[config.mk]
export PLATFORM = sky130hd
export DESIGN_NAME = battery_level_estimator
export DESIGN_NICKNAME = d
export VERILOG_FILES = /design/src/rtl/ble_pkg.sv /design/src/rtl/ble_lane.sv /design/src/rtl/ble_trim.sv /design/src/rtl/ble_div.sv /design/src/rtl/battery_level_estimator.sv
export SDC_FILE = /design/constraint.sdc
export NUM_CORES = 1
export LEC_CHECK = 0
export BUFFER_PORTS_ARGS = -buffer_cell sky130_fd_sc_hd__buf_4
export CORE_UTILIZATION = 43
export CTS_BUF_LIST = sky130_fd_sc_hd__clkbuf_4 sky130_fd_sc_hd__clkbuf_8
export DETAILED_ROUTE_END_ITERATION = 10
export PLACE_DENSITY = 0.62
export SLEW_MARGIN = 20
export SYNTH_ARGS = -nofsm -noshare
export SYNTH_HDL_FRONTEND = slang
export SYNTH_HIERARCHICAL = 1
export SYNTH_SLANG_ARGS = --single-unit
[constraint.sdc]
create_clock -name clk -period 17.6 [get_ports clk]
set_clock_uncertainty 0.05 [all_clocks]
set_input_delay 3.52 -clock clk [delete_from_list [all_inputs] [get_ports clk]]
set_output_delay 3.52 -clock clk [all_outputs]
set_load 0.02 [all_outputs]
[src/rtl/ble_pkg.sv]
// ---------------------------------------------------------------------------
// ble_pkg: shared types and constants of the battery level estimator
// Widths, the two charge curves and the handshake structs that pass
// between the estimator, its curve lanes and its shared divider.
// ---------------------------------------------------------------------------
`default_nettype none

package ble_pkg;

    // item shape
    localparam int NUM_SAMPLE_PORTS = 8;
    localparam int SAMPLES_PER_READ = 8;
    localparam int SAMPLE_W         = 12;
    localparam int SUM_W            = SAMPLE_W + $clog2(SAMPLES_PER_READ);

    // trimmed mean divides by the number of kept samples via a reciprocal
    localparam int KEPT             = SAMPLES_PER_READ - 2;
    localparam int RECIP_SH         = 18;
    localparam int RECIP_W          = RECIP_SH + 1;
    localparam logic [RECIP_W-1:0] RECIP = RECIP_W'((2 ** RECIP_SH + KEPT - 1) / KEPT);

    // configuration
    localparam int CFG_W            = 4;
    localparam int CFG_ADDR_W       = 2;
    localparam logic [CFG_W-1:0] NUM_RESET   = 4'd2;
    localparam logic [CFG_W-1:0] DEN_RESET   = 4'd1;
    localparam logic [CFG_W-1:0] SHIFT_RESET = 4'd4;
    localparam logic [CFG_W-1:0] SHIFT_MAX   = 4'd8;

    // configuration register indexes
    typedef enum logic [CFG_ADDR_W-1:0] {
        REG_DIVIDER_NUM = 2'd0,
        REG_DIVIDER_DEN = 2'd1,
        REG_EMA_SHIFT   = 2'd2
    } cfg_reg_t;

    // voltage, percent and fixed point
    localparam int MV_W             = 16;
    localparam logic [MV_W-1:0] MV_MAX = 16'd65535;
    localparam int PCT_W            = 7;
    localparam int Q8_SH            = 8;
    localparam int AVG_W            = 15;
    localparam logic [AVG_W:0] Q8_HALF = 16'd128;

    // curve tables
    localparam int CURVE_POINTS     = 13;
    localparam int SEGMENTS         = CURVE_POINTS - 1;
    localparam int CMV_W            = 13;
    localparam int SPAN_W           = 8;

    typedef logic [CMV_W-1:0] cmv_t;
    typedef logic [PCT_W-1:0] pct_t;

    localparam cmv_t CHG_MV [CURVE_POINTS] = '{
        13'd3000, 13'd3200, 13'd3350, 13'd3450, 13'd3550, 13'd3630, 13'd3700,
        13'd3770, 13'd3820, 13'd3870, 13'd3920, 13'd4050, 13'd4200
    };
    localparam pct_t CHG_PCT [CURVE_POINTS] = '{
        7'd0, 7'd5, 7'd10, 7'd15, 7'd20, 7'd30, 7'd40,
        7'd50, 7'd60, 7'd70, 7'd80, 7'd90, 7'd100
    };
    localparam cmv_t DIS_MV [CURVE_POINTS] = '{
        13'd3000, 13'd3230, 13'd3380, 13'd3480, 13'd3600, 13'd3680, 13'd3750,
        13'd3820, 13'd3860, 13'd3910, 13'd3960, 13'd4080, 13'd4200
    };
    localparam pct_t DIS_PCT [CURVE_POINTS] = '{
        7'd0, 7'd5, 7'd10, 7'd15, 7'd20, 7'd30, 7'd40,
        7'd50, 7'd60, 7'd70, 7'd80, 7'd90, 7'd100
    };

    // shared divider, two quotient bits per cycle
    localparam int DIV_RAW_W        = PCT_W + SPAN_W + Q8_SH;
    localparam int DIV_NW           = ((DIV_RAW_W + 1) / 2) * 2;
    localparam int DIV_DW           = SPAN_W;
    localparam int DIV_ITER         = DIV_NW / 2;
    localparam int DIV_CNT_W        = $clog2(DIV_ITER);

    typedef logic [SAMPLES_PER_READ-1:0][SAMPLE_W-1:0] sample_vec_t;

    typedef struct packed {
        logic              start;
        logic [DIV_NW-1:0] dividend;
        logic [DIV_DW-1:0] divisor;
    } div_req_t;

    typedef struct packed {
        logic              busy;
        logic              done;
        logic [DIV_NW-1:0] quotient;
    } div_rsp_t;

    // what one curve segment lane reports
    typedef struct packed {
        logic              hit;
        logic [SPAN_W-1:0] off;
        logic [SPAN_W-1:0] span;
        pct_t              dpct;
        pct_t              base;
    } seg_t;

endpackage

`default_nettype wire

[src/rtl/ble_lane.sv]
// ---------------------------------------------------------------------------
// ble_lane: one curve segment lane
// Checks whether the voltage falls in this segment and reports the
// offset into it, its span and its percent rise.
// ---------------------------------------------------------------------------
`default_nettype none

module ble_lane
    import ble_pkg::*;
(
    input  wire logic [MV_W-1:0] mv,
    input  wire cmv_t            lo_mv,
    input  wire cmv_t            hi_mv,
    input  wire pct_t            lo_pct,
    input  wire pct_t            hi_pct,
    output seg_t                 seg
);

    logic [MV_W-1:0]  lo_ext;
    logic [MV_W-1:0]  hi_ext;
    logic [MV_W-1:0]  off_full;
    cmv_t             span_full;

    // segment covers lo_mv up to but not including hi_mv
    always_comb
    begin
        lo_ext    = MV_W'(lo_mv);
        hi_ext    = MV_W'(hi_mv);
        off_full  = mv - lo_ext;
        span_full = hi_mv - lo_mv;
        seg.hit   = (mv >= lo_ext) && (mv < hi_ext);
        seg.off   = off_full[SPAN_W-1:0];
        seg.span  = span_full[SPAN_W-1:0];
        seg.dpct  = hi_pct - lo_pct;
        seg.base  = lo_pct;
    end

endmodule

`default_nettype wire

[src/rtl/ble_trim.sv]
// ---------------------------------------------------------------------------
// ble_trim: trimmed sum of one reading
// Sums the samples and removes one copy of the smallest and the largest.
// ---------------------------------------------------------------------------
`default_nettype none

module ble_trim
    import ble_pkg::*;
(
    input  wire sample_vec_t       samples,
    output logic [SUM_W-1:0]       tsum
);

    logic [SUM_W-1:0]    sum;
    logic [SAMPLE_W-1:0] lo;
    logic [SAMPLE_W-1:0] hi;

    // running sum, minimum and maximum
    always_comb
    begin
        sum = '0;
        lo  = '1;
        hi  = '0;
        for (int i = 0; i < SAMPLES_PER_READ; i++)
        begin
            sum = sum + SUM_W'(samples[i]);
            if (samples[i] < lo)
            begin
                lo = samples[i];
            end
            if (samples[i] > hi)
            begin
                hi = samples[i];
            end
        end
        tsum = sum - SUM_W'(lo) - SUM_W'(hi);
    end

endmodule

`default_nettype wire

[src/rtl/ble_div.sv]
// ---------------------------------------------------------------------------
// ble_div: shared restoring divider
// Unsigned divide, two quotient bits per cycle; the quotient is valid
// in the cycle that done is high and holds until the next start.
// ---------------------------------------------------------------------------
`default_nettype none

module ble_div
    import ble_pkg::*;
(
    input  wire logic     clk,
    input  wire logic     rst_n,
    input  wire div_req_t req,
    output div_rsp_t      rsp
);

    logic                 busy_reg;
    logic                 done_reg;
    logic [DIV_CNT_W-1:0] cnt_reg;
    logic [DIV_NW-1:0]    work_reg;
    logic [DIV_NW-1:0]    work_next;
    logic [DIV_DW-1:0]    rem_reg;
    logic [DIV_DW-1:0]    rem_next;
    logic [DIV_DW-1:0]    dsr_reg;
    logic [DIV_DW:0]      trial;

    // two restoring steps: dividend shifts out the top, quotient in the bottom
    always_comb
    begin
        rem_next  = rem_reg;
        work_next = work_reg;
        trial     = '0;
        for (int k = 0; k < 2; k++)
        begin
            trial     = {rem_next, work_next[DIV_NW-1]};
            work_next = {work_next[DIV_NW-2:0], 1'b0};
            if (trial >= {1'b0, dsr_reg})
            begin
                trial        = trial - {1'b0, dsr_reg};
                work_next[0] = 1'b1;
            end
            rem_next = trial[DIV_DW-1:0];
        end
    end

    // control
    always_ff @(posedge clk or negedge rst_n)
    begin
        if (!rst_n)
        begin
            busy_reg <= 1'b0;
            done_reg <= 1'b0;
            cnt_reg  <= '0;
        end
        else
        begin
            done_reg <= 1'b0;
            if (req.start)
            begin
                busy_reg <= 1'b1;
                cnt_reg  <= DIV_CNT_W'(DIV_ITER - 1);
            end
            else if (busy_reg)
            begin
                if (cnt_reg == '0)
                begin
                    busy_reg <= 1'b0;
                    done_reg <= 1'b1;
                end
                else
                begin
                    cnt_reg <= cnt_reg - 1'b1;
                end
            end
        end
    end

    // datapath
    always_ff @(posedge clk)
    begin
        if (req.start)
        begin
            work_reg <= req.dividend;
            rem_reg  <= '0;
            dsr_reg  <= req.divisor;
        end
        else if (busy_reg)
        begin
            work_reg <= work_next;
            rem_reg  <= rem_next;
        end
    end

    assign rsp.busy     = busy_reg;
    assign rsp.done     = done_reg;
    assign rsp.quotient = work_reg;

endmodule

`default_nettype wire

[src/rtl/battery_level_estimator.sv]
// ---------------------------------------------------------------------------
// battery_level_estimator: battery voltage and charge percent estimator
// Trimmed mean of eight samples, divider ratio scaling, curve lookup with
// linear interpolation and an exponential average of the percent.
//   Input beat: sample_0..sample_7 and charging on in_valid; taken when
//   in_stall is low. Output beat: battery_mv, level_pct, smoothed_pct and
//   charging_echo on out_valid; taken when out_stall is low.
//   One beat at a time is worked on. It passes the trim, mean, scale and
//   voltage divide steps, then the segment step and, only when the voltage
//   lies inside the curve, a percent divide pass of the shared divider,
//   then the average step. The next input beat is taken the cycle after the
//   result is written. The curve segment itself is found by parallel
//   combinational lanes.
//   A finished result waits in the output register while the next beat is
//   already taken; when the receiver stalls, the block holds its result in
//   the final step until the output register frees up.
//   Configuration writes (cfg_en, cfg_addr, cfg_data) are for idle times;
//   reset restores the register defaults and clears the average seed.
// ---------------------------------------------------------------------------
`default_nettype none

module battery_level_estimator
    import ble_pkg::*;
(
    input  wire logic                  clk,
    input  wire logic                  rst_n,
    // configuration
    input  wire logic                  cfg_en,
    input  wire logic [CFG_ADDR_W-1:0] cfg_addr,
    input  wire logic [CFG_W-1:0]      cfg_data,
    // input channel
    input  wire logic                  in_valid,
    output logic                       in_stall,
    input  wire logic [SAMPLE_W-1:0]   sample_0,
    input  wire logic [SAMPLE_W-1:0]   sample_1,
    input  wire logic [SAMPLE_W-1:0]   sample_2,
    input  wire logic [SAMPLE_W-1:0]   sample_3,
    input  wire logic [SAMPLE_W-1:0]   sample_4,
    input  wire logic [SAMPLE_W-1:0]   sample_5,
    input  wire logic [SAMPLE_W-1:0]   sample_6,
    input  wire logic [SAMPLE_W-1:0]   sample_7,
    input  wire logic                  charging,
    // output channel
    output logic                       out_valid,
    input  wire logic                  out_stall,
    output logic [MV_W-1:0]            battery_mv,
    output logic [PCT_W-1:0]           level_pct,
    output logic [PCT_W-1:0]           smoothed_pct,
    output logic                       charging_echo
);

    typedef enum logic [7:0] {
        ST_IDLE  = 8'b0000_0001,
        ST_TRIM  = 8'b0000_0010,
        ST_MEAN  = 8'b0000_0100,
        ST_SCALE = 8'b0000_1000,
        ST_DIV_V = 8'b0001_0000,
        ST_SEG   = 8'b0010_0000,
        ST_DIV_P = 8'b0100_0000,
        ST_EMA   = 8'b1000_0000
    } state_t;

    state_t state_reg;
    state_t state_next;

    // configuration registers
    logic [CFG_W-1:0] num_reg;
    logic [CFG_W-1:0] den_reg;
    logic [CFG_W-1:0] shift_reg;
    logic [CFG_W-1:0] den_eff;
    logic [CFG_W-1:0] shift_eff;

    // item datapath
    logic [SAMPLE_W-1:0]         field_vec [NUM_SAMPLE_PORTS];
    sample_vec_t                 samples_next;
    sample_vec_t                 samples_reg;
    logic                        charging_reg;
    logic [SUM_W-1:0]            tsum;
    logic [SUM_W-1:0]            tsum_reg;
    logic [SUM_W+RECIP_W-1:0]    mean_prod;
    logic [SAMPLE_W-1:0]         mean_reg;
    logic [SAMPLE_W+CFG_W-1:0]   scale_prod;
    logic [MV_W-1:0]             vbat_sat;
    logic [MV_W-1:0]             vbat_reg;
    logic [PCT_W+SPAN_W-1:0]     interp_prod;
    pct_t                        base_reg;
    logic [AVG_W:0]              pct_q8;
    pct_t                        pct_reg;

    // curve lanes
    cmv_t                        pt_mv  [CURVE_POINTS];
    pct_t                        pt_pct [CURVE_POINTS];
    seg_t                        lane_seg [SEGMENTS];
    seg_t                        seg_m;
    logic                        below;
    logic                        above;

    // divider
    div_req_t                    div_req;
    div_rsp_t                    div_rsp;

    // average
    logic                        seeded_reg;
    logic [AVG_W-1:0]            avg_reg;
    logic [AVG_W-1:0]            avg_new;
    logic [AVG_W-1:0]            target;
    logic signed [AVG_W:0]       diff;
    logic signed [AVG_W:0]       step;
    logic [AVG_W:0]              sm_sum;
    pct_t                        sm_pct;

    // output register
    logic                        out_load;
    logic                        out_valid_reg;
    logic                        out_valid_next;
    logic [MV_W-1:0]             battery_mv_reg;
    pct_t                        level_pct_reg;
    pct_t                        smoothed_pct_reg;
    logic                        charging_echo_reg;

    // register values outside their meaningful range
    assign den_eff   = (den_reg == '0) ? CFG_W'(1) : den_reg;
    assign shift_eff = (shift_reg > SHIFT_MAX) ? SHIFT_MAX : shift_reg;

    // gather the sample ports, keep the ones in use
    always_comb
    begin
        field_vec[0] = sample_0;
        field_vec[1] = sample_1;
        field_vec[2] = sample_2;
        field_vec[3] = sample_3;
        field_vec[4] = sample_4;
        field_vec[5] = sample_5;
        field_vec[6] = sample_6;
        field_vec[7] = sample_7;
        for (int i = 0; i < SAMPLES_PER_READ; i++)
        begin
            samples_next[i] = field_vec[i];
        end
    end

    ble_trim u_trim (
        .samples (samples_reg),
        .tsum    (tsum)
    );

    // divide by the kept sample count, then scale by the numerator
    assign mean_prod  = (SUM_W+RECIP_W)'(tsum_reg) * (SUM_W+RECIP_W)'(RECIP);
    assign scale_prod = (SAMPLE_W+CFG_W)'(mean_reg) * (SAMPLE_W+CFG_W)'(num_reg);
    assign vbat_sat   = (div_rsp.quotient[DIV_NW-1:MV_W] != '0) ? MV_MAX
                                                               : div_rsp.quotient[MV_W-1:0];

    // selected curve
    always_comb
    begin
        for (int i = 0; i < CURVE_POINTS; i++)
        begin
            pt_mv[i]  = charging_reg ? CHG_MV[i]  : DIS_MV[i];
            pt_pct[i] = charging_reg ? CHG_PCT[i] : DIS_PCT[i];
        end
    end

    // one lane per curve segment
    for (genvar g = 0; g < SEGMENTS; g++)
    begin : g_lane
        ble_lane u_lane (
            .mv     (vbat_reg),
            .lo_mv  (pt_mv[g]),
            .hi_mv  (pt_mv[g+1]),
            .lo_pct (pt_pct[g]),
            .hi_pct (pt_pct[g+1]),
            .seg    (lane_seg[g])
        );
    end

    // merge: at most one lane hits
    always_comb
    begin
        seg_m = '0;
        for (int j = 0; j < SEGMENTS; j++)
        begin
            if (lane_seg[j].hit)
            begin
                seg_m = seg_m | lane_seg[j];
            end
        end
        below = vbat_reg <= MV_W'(pt_mv[0]);
        above = vbat_reg >= MV_W'(pt_mv[CURVE_POINTS-1]);
    end

    // interpolation numerator and rounding of the Q8 percent
    assign interp_prod = (PCT_W+SPAN_W)'(seg_m.dpct) * (PCT_W+SPAN_W)'(seg_m.off);
    assign pct_q8      = (AVG_W+1)'({base_reg, {Q8_SH{1'b0}}})
                       + div_rsp.quotient[AVG_W:0] + Q8_HALF;

    ble_div u_div (
        .clk   (clk),
        .rst_n (rst_n),
        .req   (div_req),
        .rsp   (div_rsp)
    );

    // divider requests: voltage scaling, then segment interpolation
    always_comb
    begin
        div_req.start    = 1'b0;
        div_req.dividend = DIV_NW'(scale_prod);
        div_req.divisor  = DIV_DW'(den_eff);
        if (state_reg == ST_SCALE)
        begin
            div_req.start = 1'b1;
        end
        else if (state_reg == ST_SEG)
        begin
            div_req.start    = !(below || above);
            div_req.dividend = DIV_NW'({interp_prod, {Q8_SH{1'b0}}});
            div_req.divisor  = seg_m.span;
        end
    end

    // exponential average update
    always_comb
    begin
        target = {pct_reg, {Q8_SH{1'b0}}};
        diff   = $signed({1'b0, target}) - $signed({1'b0, avg_reg});
        step   = diff >>> shift_eff;
        if (seeded_reg)
        begin
            avg_new = avg_reg + step[AVG_W-1:0];
        end
        else
        begin
            avg_new = target;
        end
        sm_sum = {1'b0, avg_new} + Q8_HALF;
        sm_pct = sm_sum[Q8_SH +: PCT_W];
    end

    // output register handshake
    assign out_load       = (state_reg == ST_EMA) && (!out_valid_reg || !out_stall);
    assign out_valid_next = out_load ? 1'b1 : (out_valid_reg && out_stall);

    // sequencer
    always_comb
    begin
        state_next = state_reg;
        case (state_reg)
            ST_IDLE:
            begin
                if (in_valid)
                begin
                    state_next = ST_TRIM;
                end
            end
            ST_TRIM:  state_next = ST_MEAN;
            ST_MEAN:  state_next = ST_SCALE;
            ST_SCALE: state_next = ST_DIV_V;
            ST_DIV_V:
            begin
                if (div_rsp.done)
                begin
                    state_next = ST_SEG;
                end
            end
            ST_SEG:
            begin
                if (below || above)
                begin
                    state_next = ST_EMA;
                end
                else
                begin
                    state_next = ST_DIV_P;
                end
            end
            ST_DIV_P:
            begin
                if (div_rsp.done)
                begin
                    state_next = ST_EMA;
                end
            end
            ST_EMA:
            begin
                if (out_load)
                begin
                    state_next = ST_IDLE;
                end
            end
            default:  state_next = ST_IDLE;
        endcase
    end

    assign in_stall = (state_reg != ST_IDLE);

    // control state
    always_ff @(posedge clk or negedge rst_n)
    begin
        if (!rst_n)
        begin
            state_reg     <= ST_IDLE;
            num_reg       <= NUM_RESET;
            den_reg       <= DEN_RESET;
            shift_reg     <= SHIFT_RESET;
            seeded_reg    <= 1'b0;
            avg_reg       <= '0;
            out_valid_reg <= 1'b0;
        end
        else
        begin
            state_reg     <= state_next;
            out_valid_reg <= out_valid_next;
            if (cfg_en)
            begin
                case (cfg_addr)
                    REG_DIVIDER_NUM: num_reg   <= cfg_data;
                    REG_DIVIDER_DEN: den_reg   <= cfg_data;
                    REG_EMA_SHIFT:   shift_reg <= cfg_data;
                    default:         ;
                endcase
            end
            if (out_load)
            begin
                seeded_reg <= 1'b1;
                avg_reg    <= avg_new;
            end
        end
    end

    // item datapath registers
    always_ff @(posedge clk)
    begin
        if (state_reg == ST_IDLE && in_valid)
        begin
            samples_reg  <= samples_next;
            charging_reg <= charging;
        end
        if (state_reg == ST_TRIM)
        begin
            tsum_reg <= tsum;
        end
        if (state_reg == ST_MEAN)
        begin
            mean_reg <= mean_prod[RECIP_SH +: SAMPLE_W];
        end
        if (state_reg == ST_DIV_V && div_rsp.done)
        begin
            vbat_reg <= vbat_sat;
        end
        if (state_reg == ST_SEG)
        begin
            base_reg <= seg_m.base;
            if (below)
            begin
                pct_reg <= pt_pct[0];
            end
            else if (above)
            begin
                pct_reg <= pt_pct[CURVE_POINTS-1];
            end
        end
        if (state_reg == ST_DIV_P && div_rsp.done)
        begin
            pct_reg <= pct_q8[Q8_SH +: PCT_W];
        end
        if (out_load)
        begin
            battery_mv_reg    <= vbat_reg;
            level_pct_reg     <= pct_reg;
            smoothed_pct_reg  <= sm_pct;
            charging_echo_reg <= charging_reg;
        end
    end

    assign out_valid     = out_valid_reg;
    assign battery_mv    = battery_mv_reg;
    assign level_pct     = level_pct_reg;
    assign smoothed_pct  = smoothed_pct_reg;
    assign charging_echo = charging_echo_reg;

    // checks
    a_div_start_idle: assert property (@(posedge clk) disable iff (!rst_n)
        div_req.start |-> !div_rsp.busy)
        else $error("divider started while busy");

    a_div_done_state: assert property (@(posedge clk) disable iff (!rst_n)
        div_rsp.done |-> (state_reg == ST_DIV_V || state_reg == ST_DIV_P))
        else $error("divider result with no step waiting for it");

    a_pct_range: assert property (@(posedge clk) disable iff (!rst_n)
        out_valid |-> (level_pct <= PCT_W'(100) && smoothed_pct <= PCT_W'(100)))
        else $error("percent out of range");

    a_seed_after_load: assert property (@(posedge clk) disable iff (!rst_n)
        out_load |=> (seeded_reg && out_valid))
        else $error("result write did not seed the average");

endmodule

`default_nettype wire

==> metrics.txt <==
Via density=5.21; antenna violations before repair=0; Peak Freq=56.9 MHz; first drt pass iteration count=5; Fin. Hold Viols=0; Post-DP Area=53300 um^2; 1st-iter DRT viols=2466; Detail Route Antenna Nets=0; # diodes=0; DP HPWL=107000 um; crit path launch type=flip-flop; number of global-route vias before repair=40065; Critical-path top delay cell=fa_1; Hold Path Origin=u_div/rem_reg[7]$_SDFFE_PP0P_; Yosys Warn Count=6; routed length per placed instance=17.1 um; CP required=17.93 ns; Least-Margin Pin Slew=0.964 ns; drt drc=0; mapped cell area=47800 um^2; crit end category=flip-flop; Root Driver=clkbuf_8; Hold Crit Depth=2; most frequent cells in the layout=969 x inv_1, 828 x ha_1, 590 x conb_1; Final setup viols=0; worst r2r src=samples_reg[20]$_DFFE_PP_; max reg flops=96; post-route cell area=55100 um^2; hold endpoint=u_div/rem_reg[7]$_SDFFE_PP0P_; total gr overflow=0; clock tree sinks=268; total clock buffers created by CTS=47; Max clock buf depth=3; critical path fanouts, max=12; R2R cell count=87; final wirelength=136000 um; slowest stage delay, CP=0.53 ns; RSZ-0062 raised after global routing=true; Die X=335 um; share of cells above drive strength 1=11.9%; CTS tree=done; commonest non-fill, non-tap cell in the layout=inv_1; Filler cells=10560; Reg2Reg Capture Point=tsum_reg[14]$_DFFE_PP_; type of the worst min-delay path=flip-flop to flip-flop; crit path kind=flip-flop to flip-flop; GPL Wtd Cong=0.953; largest net degree at the start of global routing=77; maxcap violations=0; H-tree depth=2; GRT Overall Usage=23.9%; status=complete, no violations; Multi-input gate area=38200 um^2; worst reg-to-reg setup slack=0.03 ns; Final Max Slew Viols=0; WP data arrival=17.90 ns; Setup TNS=0 ns; nets@finish=7619; Die Height=335 um; pre-CTS WS=-0.178 ns; die area=112000 um^2; Initial Util=43.6%; core area=109000 um^2; Clock Latency Late Sink=0.64 ns; Synth-to-Final Area Change=15.4%; Max transition margin=35.5%; Synth Area per Inst=8.46 um^2; io pins=141; IO Port Bufs=140; num rows=121; post-route clock period utilization=99.8%; first-pass GRT wire length=213000 um; via count=41421; register area=7760 um^2; setup ws final=0.0292 ns; Mapped Cells=5649; Clock transition at path regs=0.07 ns; crit path time final=17.57 ns
==> how the worst max path moves through the flow <==
| stage | start | to | slack, ns | cells after the start |
|---|---|---|---|---|
| 3_5_place_dp | samples_reg[20]$_DFFE_PP_ | tsum_reg[14]$_DFFE_PP_ | -0.18 | 87 |
| 2_1_floorplan | samples_reg[5]$_DFFE_PP_ | tsum_reg[14]$_DFFE_PP_ | 0.009 | 118 |
| 6_report | samples_reg[20]$_DFFE_PP_ | tsum_reg[14]$_DFFE_PP_ | 0.03 | 87 |
| 3_3_place_gp | samples_reg[20]$_DFFE_PP_ | tsum_reg[14]$_DFFE_PP_ | -0.00002 | 87 |
| 4_1_cts | samples_reg[5]$_DFFE_PP_ | tsum_reg[14]$_DFFE_PP_ | -0.005 | 112 |
| 5_1_grt | samples_reg[20]$_DFFE_PP_ | tsum_reg[14]$_DFFE_PP_ | -0.78 | 89 |
==> through the flow <==
stage | hold WS [ns] | instances | utilization (%)
finish | 0.438 | 7948 | 50.4
CTS | 0.436 | 7919 | 49.7
global route | 0.486 | 7948 | 50.4
floorplan | 0.396 | 6237 | -
global placement | 0.423 | 7833 | 48.7
detailed placement | 0.426 | 7833 | 48.7
==> worst max-delay path: cells and delay by family, from the launching register on <==
family,cells,cell delay (ns)
DFF,1,0.51
buffers and inverters,14,1.91
xor gates and xnor gates,1,0.09
and+or+nand+nor,24,3.73
muxes,3,0.83
AOI/OAI and AO/OA,32,5.91
adders and majority gates,13,4.23
==> layout make-up <==
class                           instances  area share, %
Clock buffer                           60           1.37
Clock inverter                         25          0.372
Inverter                              984           6.71
Multi-Input combinational cell       4801           69.4
Sequential cell                       268           14.1
Tap cell                             1476           3.35
Timing Repair Buffer                  334           4.75
==> layer usage <==
metal,global-route usage [%],up-vias,wire [um]
met3,2.37,258,5520
li1,-,20750,-
met2,41.3,917,64300
met1,30.6,19496,60100
met4,9.10,0,5630
met5,0,-,0
==> repair_timing <==
action / in CTS / in global routing
cloned: 1 / 3
pin swaps: 4 / 83
endpoints found under the hold margin: 0 / 0
resized for setup: 16 / 133
setup endpoints to repair: 4 / 13
setup buffers: 0 / 26
hold buffers: 0 / 0
Power is not shown: default switching activity piles up to over one toggle a cycle in this logic, so the estimate is an artifact.
